**src/design/spq_pkg.sv**
```systemverilog
// ----------------------------------------------------------------------------
// spq_pkg: shared types and constants of the stable sorted priority queue
// Entry, request and response layouts, request and status codes, and the
// queue depth.
// ----------------------------------------------------------------------------
package spq_pkg;

	localparam int DEPTH  = 64;
	localparam int CNT_W  = $clog2(DEPTH + 1);
	localparam int TAG_W  = 16;
	localparam int PRIO_W = 4;
	localparam int FILL_W = 7;
	localparam int STAT_W = 2;

	localparam logic REQ_ENQ = 1'b0;
	localparam logic REQ_DEQ = 1'b1;

	localparam logic [STAT_W-1:0] ST_OK    = 2'd0;
	localparam logic [STAT_W-1:0] ST_FULL  = 2'd1;
	localparam logic [STAT_W-1:0] ST_EMPTY = 2'd2;

	typedef struct packed {
		logic [TAG_W-1:0]  tag;
		logic [PRIO_W-1:0] prio;
	} entry_t;

	typedef struct packed {
		logic              req_type;
		logic [PRIO_W-1:0] priority_req;
		logic [TAG_W-1:0]  tag;
	} req_t;

	typedef struct packed {
		logic [TAG_W-1:0]  out_tag;
		logic [PRIO_W-1:0] out_priority;
		logic [STAT_W-1:0] status;
		logic [FILL_W-1:0] fill_level;
	} rsp_t;

	typedef struct packed {
		logic enq;      // insert the new entry this cycle
		logic deq;      // drop the front entry this cycle
		logic occ;      // this cell holds an entry
		logic at_free;  // this cell is the first free one
	} cell_ctl_t;

endpackage

```
**src/design/spq_cell.sv**
```systemverilog
// ----------------------------------------------------------------------------
// spq_cell: one storage cell of the shift-register priority queue
// Holds one entry, compares it with the incoming priority and takes its
// new value from the left neighbor, the right neighbor or the new entry.
// ----------------------------------------------------------------------------
module spq_cell (
	input  logic               clk,
	input  spq_pkg::cell_ctl_t ctl,
	input  spq_pkg::entry_t    new_entry,
	input  spq_pkg::entry_t    left_entry,
	input  logic               left_gt,
	input  spq_pkg::entry_t    right_entry,
	output spq_pkg::entry_t    entry,
	output logic               gt
);
	import spq_pkg::*;

	entry_t entry_q;

	// Strictly greater priority moves back; equal stays ahead of the newcomer.
	assign gt    = ctl.occ && (new_entry.prio < entry_q.prio);
	assign entry = entry_q;

	always_ff @(posedge clk) begin
		if (ctl.enq && (gt || ctl.at_free)) begin
			if (left_gt) begin
				entry_q <= left_entry;
			end else begin
				entry_q <= new_entry;
			end
		end else if (ctl.deq) begin
			entry_q <= right_entry;
		end
	end

endmodule

```
**src/design/stable_sorted_priority_queue.sv**
```systemverilog
// ----------------------------------------------------------------------------
// stable_sorted_priority_queue: shift-register priority queue of tagged entries
// Response: registered; an accepted request's response transaction follows in the next cycle.
// Throughput: one request per cycle while the response is not stalled; every cell compares and shifts at once.
// Reset: arst_n clears the fill count and the response valid; cell contents
//        are not reset and are only read below the fill count.
// ----------------------------------------------------------------------------
module stable_sorted_priority_queue (
	input  logic          clk,
	input  logic          arst_n,
	input  logic          req_valid,
	output logic          req_stall,
	input  spq_pkg::req_t req,
	output logic          rsp_valid,
	input  logic          rsp_stall,
	output spq_pkg::rsp_t rsp
);
	import spq_pkg::*;

	logic [CNT_W-1:0] count_q;
	logic             rsp_valid_q;
	rsp_t             rsp_q;

	entry_t    cell_entry [DEPTH];
	logic      cell_gt    [DEPTH];
	cell_ctl_t cell_ctl   [DEPTH];
	entry_t    new_entry;

	logic accept;
	logic full;
	logic empty;
	logic enq_ok;
	logic deq_ok;
	rsp_t rsp_next;

	// Take a new request whenever the response register is free or drains now.
	assign req_stall = rsp_valid_q && rsp_stall;
	assign accept    = req_valid && !req_stall;

	assign full   = (count_q == CNT_W'(DEPTH));
	assign empty  = (count_q == '0);
	assign enq_ok = accept && (req.req_type == REQ_ENQ) && !full;
	assign deq_ok = accept && (req.req_type == REQ_DEQ) && !empty;

	assign new_entry.tag  = req.tag;
	assign new_entry.prio = req.priority_req;

	// Chain of cells: cell 0 is the front. On enqueue the greater-priority tail
	// moves one cell back and the newcomer drops into the gap; on dequeue
	// every cell takes its right neighbor's entry.
	for (genvar i = 0; i < DEPTH; i++) begin : g_cell
		assign cell_ctl[i].enq     = enq_ok;
		assign cell_ctl[i].deq     = deq_ok;
		assign cell_ctl[i].occ     = (CNT_W'(i) < count_q);
		assign cell_ctl[i].at_free = (CNT_W'(i) == count_q);

		if (i == 0) begin : g_front
			spq_cell u_cell (
				.clk         (clk),
				.ctl         (cell_ctl[i]),
				.new_entry   (new_entry),
				.left_entry  (new_entry),
				.left_gt     (1'b0),
				.right_entry (cell_entry[i+1]),
				.entry       (cell_entry[i]),
				.gt          (cell_gt[i])
			);
		end else if (i == DEPTH - 1) begin : g_back
			spq_cell u_cell (
				.clk         (clk),
				.ctl         (cell_ctl[i]),
				.new_entry   (new_entry),
				.left_entry  (cell_entry[i-1]),
				.left_gt     (cell_gt[i-1]),
				.right_entry (cell_entry[i]),
				.entry       (cell_entry[i]),
				.gt          (cell_gt[i])
			);
		end else begin : g_mid
			spq_cell u_cell (
				.clk         (clk),
				.ctl         (cell_ctl[i]),
				.new_entry   (new_entry),
				.left_entry  (cell_entry[i-1]),
				.left_gt     (cell_gt[i-1]),
				.right_entry (cell_entry[i+1]),
				.entry       (cell_entry[i]),
				.gt          (cell_gt[i])
			);
		end
	end

	// Build the response; dropped and failed requests report zero payload.
	always_comb begin
		rsp_next = '0;
		if (req.req_type == REQ_ENQ) begin
			if (full) begin
				rsp_next.status     = ST_FULL;
				rsp_next.fill_level = FILL_W'(count_q);
			end else begin
				rsp_next.status     = ST_OK;
				rsp_next.fill_level = FILL_W'(count_q + CNT_W'(1));
			end
		end else begin
			if (empty) begin
				rsp_next.status = ST_EMPTY;
			end else begin
				rsp_next.out_tag      = cell_entry[0].tag;
				rsp_next.out_priority = cell_entry[0].prio;
				rsp_next.status       = ST_OK;
				rsp_next.fill_level   = FILL_W'(count_q - CNT_W'(1));
			end
		end
	end

	// Advance the fill count and hold the response until it is taken.
	always_ff @(posedge clk or negedge arst_n) begin
		if (!arst_n) begin
			count_q     <= '0;
			rsp_valid_q <= 1'b0;
		end else begin
			if (enq_ok) begin
				count_q <= count_q + CNT_W'(1);
			end else if (deq_ok) begin
				count_q <= count_q - CNT_W'(1);
			end
			if (accept) begin
				rsp_valid_q <= 1'b1;
			end else if (!rsp_stall) begin
				rsp_valid_q <= 1'b0;
			end
		end
	end

	always_ff @(posedge clk) begin
		if (accept) begin
			rsp_q <= rsp_next;
		end
	end

	assign rsp_valid = rsp_valid_q;
	assign rsp       = rsp_q;

endmodule

```
**config.mk**
```make
export PLATFORM = sky130hd
export DESIGN_NAME = stable_sorted_priority_queue
export DESIGN_NICKNAME = d
export VERILOG_FILES = /design/src/design/spq_pkg.sv /design/src/design/spq_cell.sv /design/src/design/stable_sorted_priority_queue.sv
export SDC_FILE = /design/constraint.sdc
export NUM_CORES = 2
export LEC_CHECK = 0
export BUFFER_PORTS_ARGS = -buffer_cell sky130_fd_sc_hd__buf_2
export CORE_ASPECT_RATIO = 0.5
export CORE_MARGIN = 8
export CORE_UTILIZATION = 50
export CTS_CLUSTER_DIAMETER = 50
export DETAILED_ROUTE_END_ITERATION = 7
export PLACE_DENSITY = 0.67
export SYNTH_ARGS = -nofsm -noshare
export SYNTH_HDL_FRONTEND = slang
export SYNTH_SLANG_ARGS = --single-unit
```
**constraint.sdc**
```tcl
create_clock -name clk -period 3.7 [get_ports clk]
set_input_delay 0 -clock clk [delete_from_list [all_inputs] [get_ports clk]]
set_output_delay 0 -clock clk [all_outputs]
set_load 0.02 [all_outputs]
```
# Word-level counts from Yosys, hierarchy flattened
# Cells that the tools add are included.
# word_totals
word_cells	794
in_bits	25
regBits	1317
output_inout_bits	31
# classes
n_eq_ne	65
n_reduce_logical	267
n_bitwise	1
magnitude_cmp	128
mux	197
addsub	2
# op_table
op	n
20-bit 2-to-1 mux	189
4-bit less-than comparator	64
6-bit by 7-bit equality test with 1-bit output, first input constant	32
6-bit by 7-bit less-than comparator with 1-bit output, first input constant	32
1-bit logical AND	134
2-bit nonzero test	64
5-bit by 7-bit equality test with 1-bit output, first input constant	16
5-bit by 7-bit less-than comparator with 1-bit output, first input constant	16
1-bit logical OR	64
4-bit by 7-bit equality test with 1-bit output, first input constant	8
4-bit by 7-bit less-than comparator with 1-bit output, first input constant	8
3-bit by 7-bit equality test with 1-bit output, first input constant	4
3-bit by 7-bit less-than comparator with 1-bit output, first input constant	4
7-bit 2-to-1 mux	3
2-bit by 7-bit equality test with 1-bit output, first input constant	2
1-bit by 7-bit less-than comparator with 1-bit output, first input constant	2
2-bit by 7-bit less-than comparator with 1-bit output, first input constant	2
9-bit 2-to-1 mux	1
8-bit 2-to-1 mux	1
7-bit by 1-bit adder with 7-bit output, second input constant	1
1-bit by 7-bit equality test with 1-bit output, first input constant	1
7-bit equality test, second input constant	1
7-bit logical NOT	1
7-bit by 1-bit subtractor with 7-bit output, second input constant	1
other kinds (6)	9

# Logic depth before layout (Yosys ltp)
# logic_depth
ltp_word	7
mapped_depth	14
depth_no_buf	8

# By module
# A second synthesis with hierarchy kept.
# hier_totals
hier_cells	5312
hier_area_um2	83486.3
# modules_own_cells
module	seq_area_each_um2	area_per_inst_um2	cells_per_inst	instances
spq_cell	600.6	1258.7	77	64
stable_sorted_priority_queue	1071.0	2929.1	384	1

# Least setup slack after synthesis
# No wires, ideal clock.
# synth_path
path_type	flip-flop to flip-flop
start	register count_q[1]
end	register g_cell[43].g_mid.u_cell.entry_q (netlist bit g_cell[43].g_mid.u_cell.entry[0]) (enable)
required_time_ps	3320
n_path_buf	6
arrival_time_ps	3073
period_less_slack_ps	3453
path_stages_with_launch	14
slack_ps	247
setup_ps	380
cell_sequence	dfrtp_1 > buf_2 > buf_1 > inv_1 > ha_1 > nor3b_2 > a31oi_4 > and2_1 > buf_4 > buf_6 > buf_6 > o21a_1 > buf_4 > nand2b_1
# synth_between
elab_chain_cells	5
word_cells_on_any_way	12
cone_classes	order compare (1); eq/ne (2); reduce/logical (9)
# synth_lines
item	line	rtl
start: declaration	stable_sorted_priority_queue.sv:20	logic [CNT_W-1:0] count_q;
start signal: assignment	stable_sorted_priority_queue.sv:123	count_q <= count_q + CNT_W'(1);
start signal: assignment	stable_sorted_priority_queue.sv:125	count_q <= count_q - CNT_W'(1);
6-bit by 7-bit less-than comparator with 1-bit output or 7-bit equality test (tied branches)	stable_sorted_priority_queue.sv:54, stable_sorted_priority_queue.sv:40	
1-bit logical AND or 1-bit logical NOT (tied branches)	spq_cell.sv:21, stable_sorted_priority_queue.sv:42	
1-bit logical OR or 1-bit logical AND (tied branches)	spq_cell.sv:25, stable_sorted_priority_queue.sv:42	
1-bit logical AND	spq_cell.sv:25	if (ctl.enq && (gt || ctl.at_free)) begin
2-bit nonzero test (no line) (*)	--	
end signal: assignment	spq_cell.sv:27	entry_q <= left_entry;
end signal: assignment	spq_cell.sv:29	entry_q <= new_entry;
end signal: assignment	spq_cell.sv:32	entry_q <= right_entry;
end: declaration	spq_cell.sv:18	entry_t entry_q;
# Mark *: on every way between the ends. The rest lies on a longest branch, timed or not.
# A chain may end at the register's enable or synchronous reset.

# Final worst setup path
# layout_path
start	register count_q[1]
end	register g_cell[2].g_mid.u_cell.entry_q (netlist bit g_cell[2].g_mid.u_cell.entry[14]) (enable)
# layout_between
elab_chain_cells	5
word_cells_on_any_way	12
cone_classes	order compare (1); eq/ne (2); reduce/logical (9)
# layout_lines
item	line
2-bit by 7-bit less-than comparator with 1-bit output or 7-bit equality test (tied branches)	stable_sorted_priority_queue.sv:54, stable_sorted_priority_queue.sv:40
1-bit logical AND or 1-bit logical NOT (tied branches)	spq_cell.sv:21, stable_sorted_priority_queue.sv:42
1-bit logical OR or 1-bit logical AND (tied branches)	spq_cell.sv:25, stable_sorted_priority_queue.sv:42
1-bit logical AND	spq_cell.sv:25
2-bit nonzero test (no line) (*)	--
end signal: assignment	spq_cell.sv:27
end signal: assignment	spq_cell.sv:29
end signal: assignment	spq_cell.sv:32
end: declaration	spq_cell.sv:18
# Marks and branches as above.

==> key figures <==
Power
  – Leakage power: 32.6 nW
  – PD cells: 655 mW/mm2
  – Worst vdd ir: 0.638 mV

Timing
  – Unrepaired setup endpoints after global routing: no
  – Hold_ws: 111 ps
  – Final max-slew violation count: 0
  – Highest Clock Rate: 296 MHz
  – Crit share post-route: 91.2%
  – Number of setup violations in the final report: 0
  – Final Hold Fails: 0
  – Slew headroom: 13.2%
  – Worst clock skew: 35.2 ps
  – Setup WS post-layout: 325 ps
  – Slew @ Worst Pin: 1290 ps
  – Total negative slack: 0 ps
  – Final critical-path required period: 3380 ps

Worst setup path
  – Worst EP required: 4090 ps
  – CP arrival: 3760 ps
  – Max FO, Critical Path: 23
  – Startpoint types: flip-flop
  – Worst Setup End Kind: flip-flop
  – FF-to-FF path depth: 7
  – Type of the worst setup path: reg -> reg

Layout
  – Antenna Cells: 0
  – Fin cells: 8,719
  – Area Growth Syn to Fin: 9.38%
  – Nets: 6,875
  – Share of cells above drive strength 1: 10.3%

Die
  – Die height: 287 um
  – Die width: 558 um
  – I/O pin total: 56
  – Core area: 0.146 mm2
  – Starting density of the core: 50.3%
  – Row cnt: 99
  – Die ar.: 0.160 mm2

Clock network
  – PostCTS Resize Cnt: 0
  – CTS tree: yes
  – H-tree levels: 4
  – Worst-Skew Late Latency: 780 ps
  – Root Driver: clkbuf_16
  – Postcts setup bufs: 0
  – Deepest clock path buffer count: 3
  – Clock Pin Slew Worst Setup and Hold Paths: 70 ps
  – CTS buffer count: 130
  – Clock sink count: 1,317

Placement
  – Placed Cells: 8,472
  – PortBufs: 55
  – Dpl ws: 210 ps
  – Half-perimeter wire length after placement: 139,000 um
  – Routability cong.: 0.933

Logic synthesis
  – Main synth FF type: edfxtp_1
  – Syn Area/Cell: 10.8 um2
  – Mapped Nets: 6,998
  – Post-synth ARST share: 0.607%
  – Cells after Synth: 6,776
  – Sequential fraction of the synthesis area: 53.9%
  – Mapped Area: 0.0733 mm2
  – FF+latch count, synth: 1,317
  – Number of synthesized flops with an enable pin: 1,309
  – Distinct cell type count after synthesis: 77
  – Synthesis Warnings: 0

Detailed routing
  – Via density: 5.98
  – DRC violation count after routing: 0
  – Post-Route WL: 200,000 um
  – DR pass1 iterations: 6
  – Vias: 52,175
  – Final ANT Viol Nets: 0
  – DR WL/cell: 22.9 um
  – DRT iter0 DRCs: 6,011

Hold path
  – Hold Path Stages: 3
  – Hold/Removal Path Class: in -> reg

GRT
  – Initial antenna violation count: 3
  – First-pass GRT wire length: 308,000 um
  – Total GRT Usage: 24.3%
  – Vias in the first global route: 50,952
  – Pin count of the biggest net entering global routing: 65
  – Remaining Overflow, GRT: 0

Status
  – Status: complete, no violations

Job
  – Max-Cap Viols: 0
per-stage QoR:
step | area [um2] | utilization, % | power [mW]
2_1_floorplan | 73300 | - | 34.3
3_3_place_gp | 76000 | 52.2 | 38.9
3_5_place_dp | 76000 | 52.2 | 39.4
4_1_cts | 80200 | 55.0 | 52.4
5_1_grt | 80200 | 55.0 | 54.9
6_report | 80200 | 55.0 | 52.5
cells in the mapped netlist (all sizes together), types with 2 or more instances:
master   instances  area [um2]
edfxtp        1309       39300
mux2i         1089       10900
a21oi          838        4230
nor2           796        2990
nand2          644        2420
o21ai          615        3110
clkbuf         306        1150
buf            268        1420
inv            200         751
ha             197        2460
mux2           143        1650
nand2b          83         519
a211oi          35         273
nor3            23         115
and2            22         138
nand3           22         115
nor2b           21         131
a21o            18         135
o221ai          17         270
o211ai          14         110
o21a            13        97.6
a221oi          12         105
dfrtp            8         200
nand4            7        43.8
nor3b            7        57.6
or3              7        43.8
a2111oi          6        66.3
a211o            5        43.8
o22ai            5        31.3
a31oi            4        40.0
a221o            3        30.0
a311o            3        30.0
and3             3        18.8
nor4b            3        47.5
or2              3        18.8
or4              3        22.5
xnor2            3        26.3
xor2             3        26.3
a22oi            2        15.0
nand4bb          2        22.5
nor4             2        18.8
registers in the layout, summed over array words and instances, names as in the netlist:
| name | cells |
|---|---|
| g_cell.g_mid.u_cell.entry | 1240 |
| rsp | 29 |
| g_cell.g_front.u_cell.entry | 20 |
| g_cell.g_back.u_cell.entry | 20 |
| count_q | 7 |
| rsp_valid | 1 |
cell families after synthesis:
logic type | synth area share (%)
XOR/XNOR | 0.0717
adder cells (fa/ha/maj) | 3.36
AO/OA/AOI/OAI | 11.8
multiplexers | 17.1
flip-flops | 53.9
AND/OR/NAND/NOR | 9.23
buffers and inverters | 4.53
where the power goes:
part	switching (mW)	total, mW	internal (mW)
Clock	5.99	13.1	7.07
Combinational	11.1	18.3	7.17
Sequential	1.58	21.2	19.6
Total	18.7	52.5	33.9
what timing repair did:
| action | in CTS | in global routing |
|---|---|---|
| hold buffers | 17 | 0 |
| setup endpoints to repair | 0 | 0 |
| endpoints found under the hold margin | 158 | 0 |
routing by layer:
metal	vias up	wire length, um	track usage (%)
met4	0	5370	7.33
met1	25495	92100	36.6
li1	24230	-	-
met5	-	0	0
met3	305	17200	4.45
met2	2145	85200	35.6
layout by cell type (no fill, tap or decap), types with 13 or more instances in the layout:
| master | synthesis | final |
|---|---|---|
| nor2b_1 | 21 | 20 |
| clkbuf_1 | 306 | 27 |
| mux2_1 | 44 | 44 |
| clkinv_1 | 1 | 28 |
| mux2_2 | 89 | 89 |
| a21oi_1 | 828 | 809 |
| a211oi_1 | 33 | 33 |
| and2_1 | 22 | 21 |
| buf_2 | 228 | 35 |
| nor3_1 | 23 | 16 |
| clkinv_2 | 0 | 15 |
| o21ai_2 | 9 | 31 |
| a21oi_2 | 10 | 29 |
| clkbuf_16 | 0 | 133 |
| a21o_1 | 18 | 18 |
| dlygate4sd3_1 | 0 | 17 |
| ha_1 | 197 | 197 |
| o21ai_0 | 523 | 521 |
| nand3_1 | 21 | 21 |
| nand2b_1 | 83 | 83 |
| o21ai_1 | 83 | 63 |
| o211ai_1 | 13 | 13 |
| edfxtp_1 | 1309 | 1309 |
| o221ai_2 | 11 | 13 |
| inv_1 | 200 | 200 |
| nor2_1 | 795 | 793 |
| o21a_1 | 13 | 13 |
| buf_4 | 16 | 251 |
| nand2_1 | 643 | 642 |
| mux2i_1 | 1089 | 1089 |
area by class of cell:
cell class,instances,area (um2)
multi-input cells,4684,30900
flip-flops and latches,1317,39500
fillers,12455,65500
clock buffers,160,3430
repair buffers,319,2520
well taps,1969,2460
inverters,201,754
clock inverters,69,603
final timing paths:
check                                             startpoint                               end  slack [ps]
setup / recovery                                  count_q[1]  g_cell[2].g_mid.u_cell.entry[14]         320
hold / removal                                        req[4]   g_cell[4].g_mid.u_cell.entry[8]         110
setup reg to reg                                  count_q[1]  g_cell[2].g_mid.u_cell.entry[14]         320
hold reg to reg            g_cell[63].g_back.u_cell.entry[7]  g_cell[62].g_mid.u_cell.entry[7]         530
max in group asynchronous                             arst_n                        count_q[5]        2940
min in group asynchronous                             arst_n                         rsp_valid         300
worst max-delay path, stage by stage, from the launching register on:
cell and delay (ps):
dfrtp_1 340, buf_4 280, ha_1 380, nand2b_1 230
nor3_1 390, nand2_1 280, a21oi_2 280, nand2b_1 820
(Power assumes the default switching activity.)
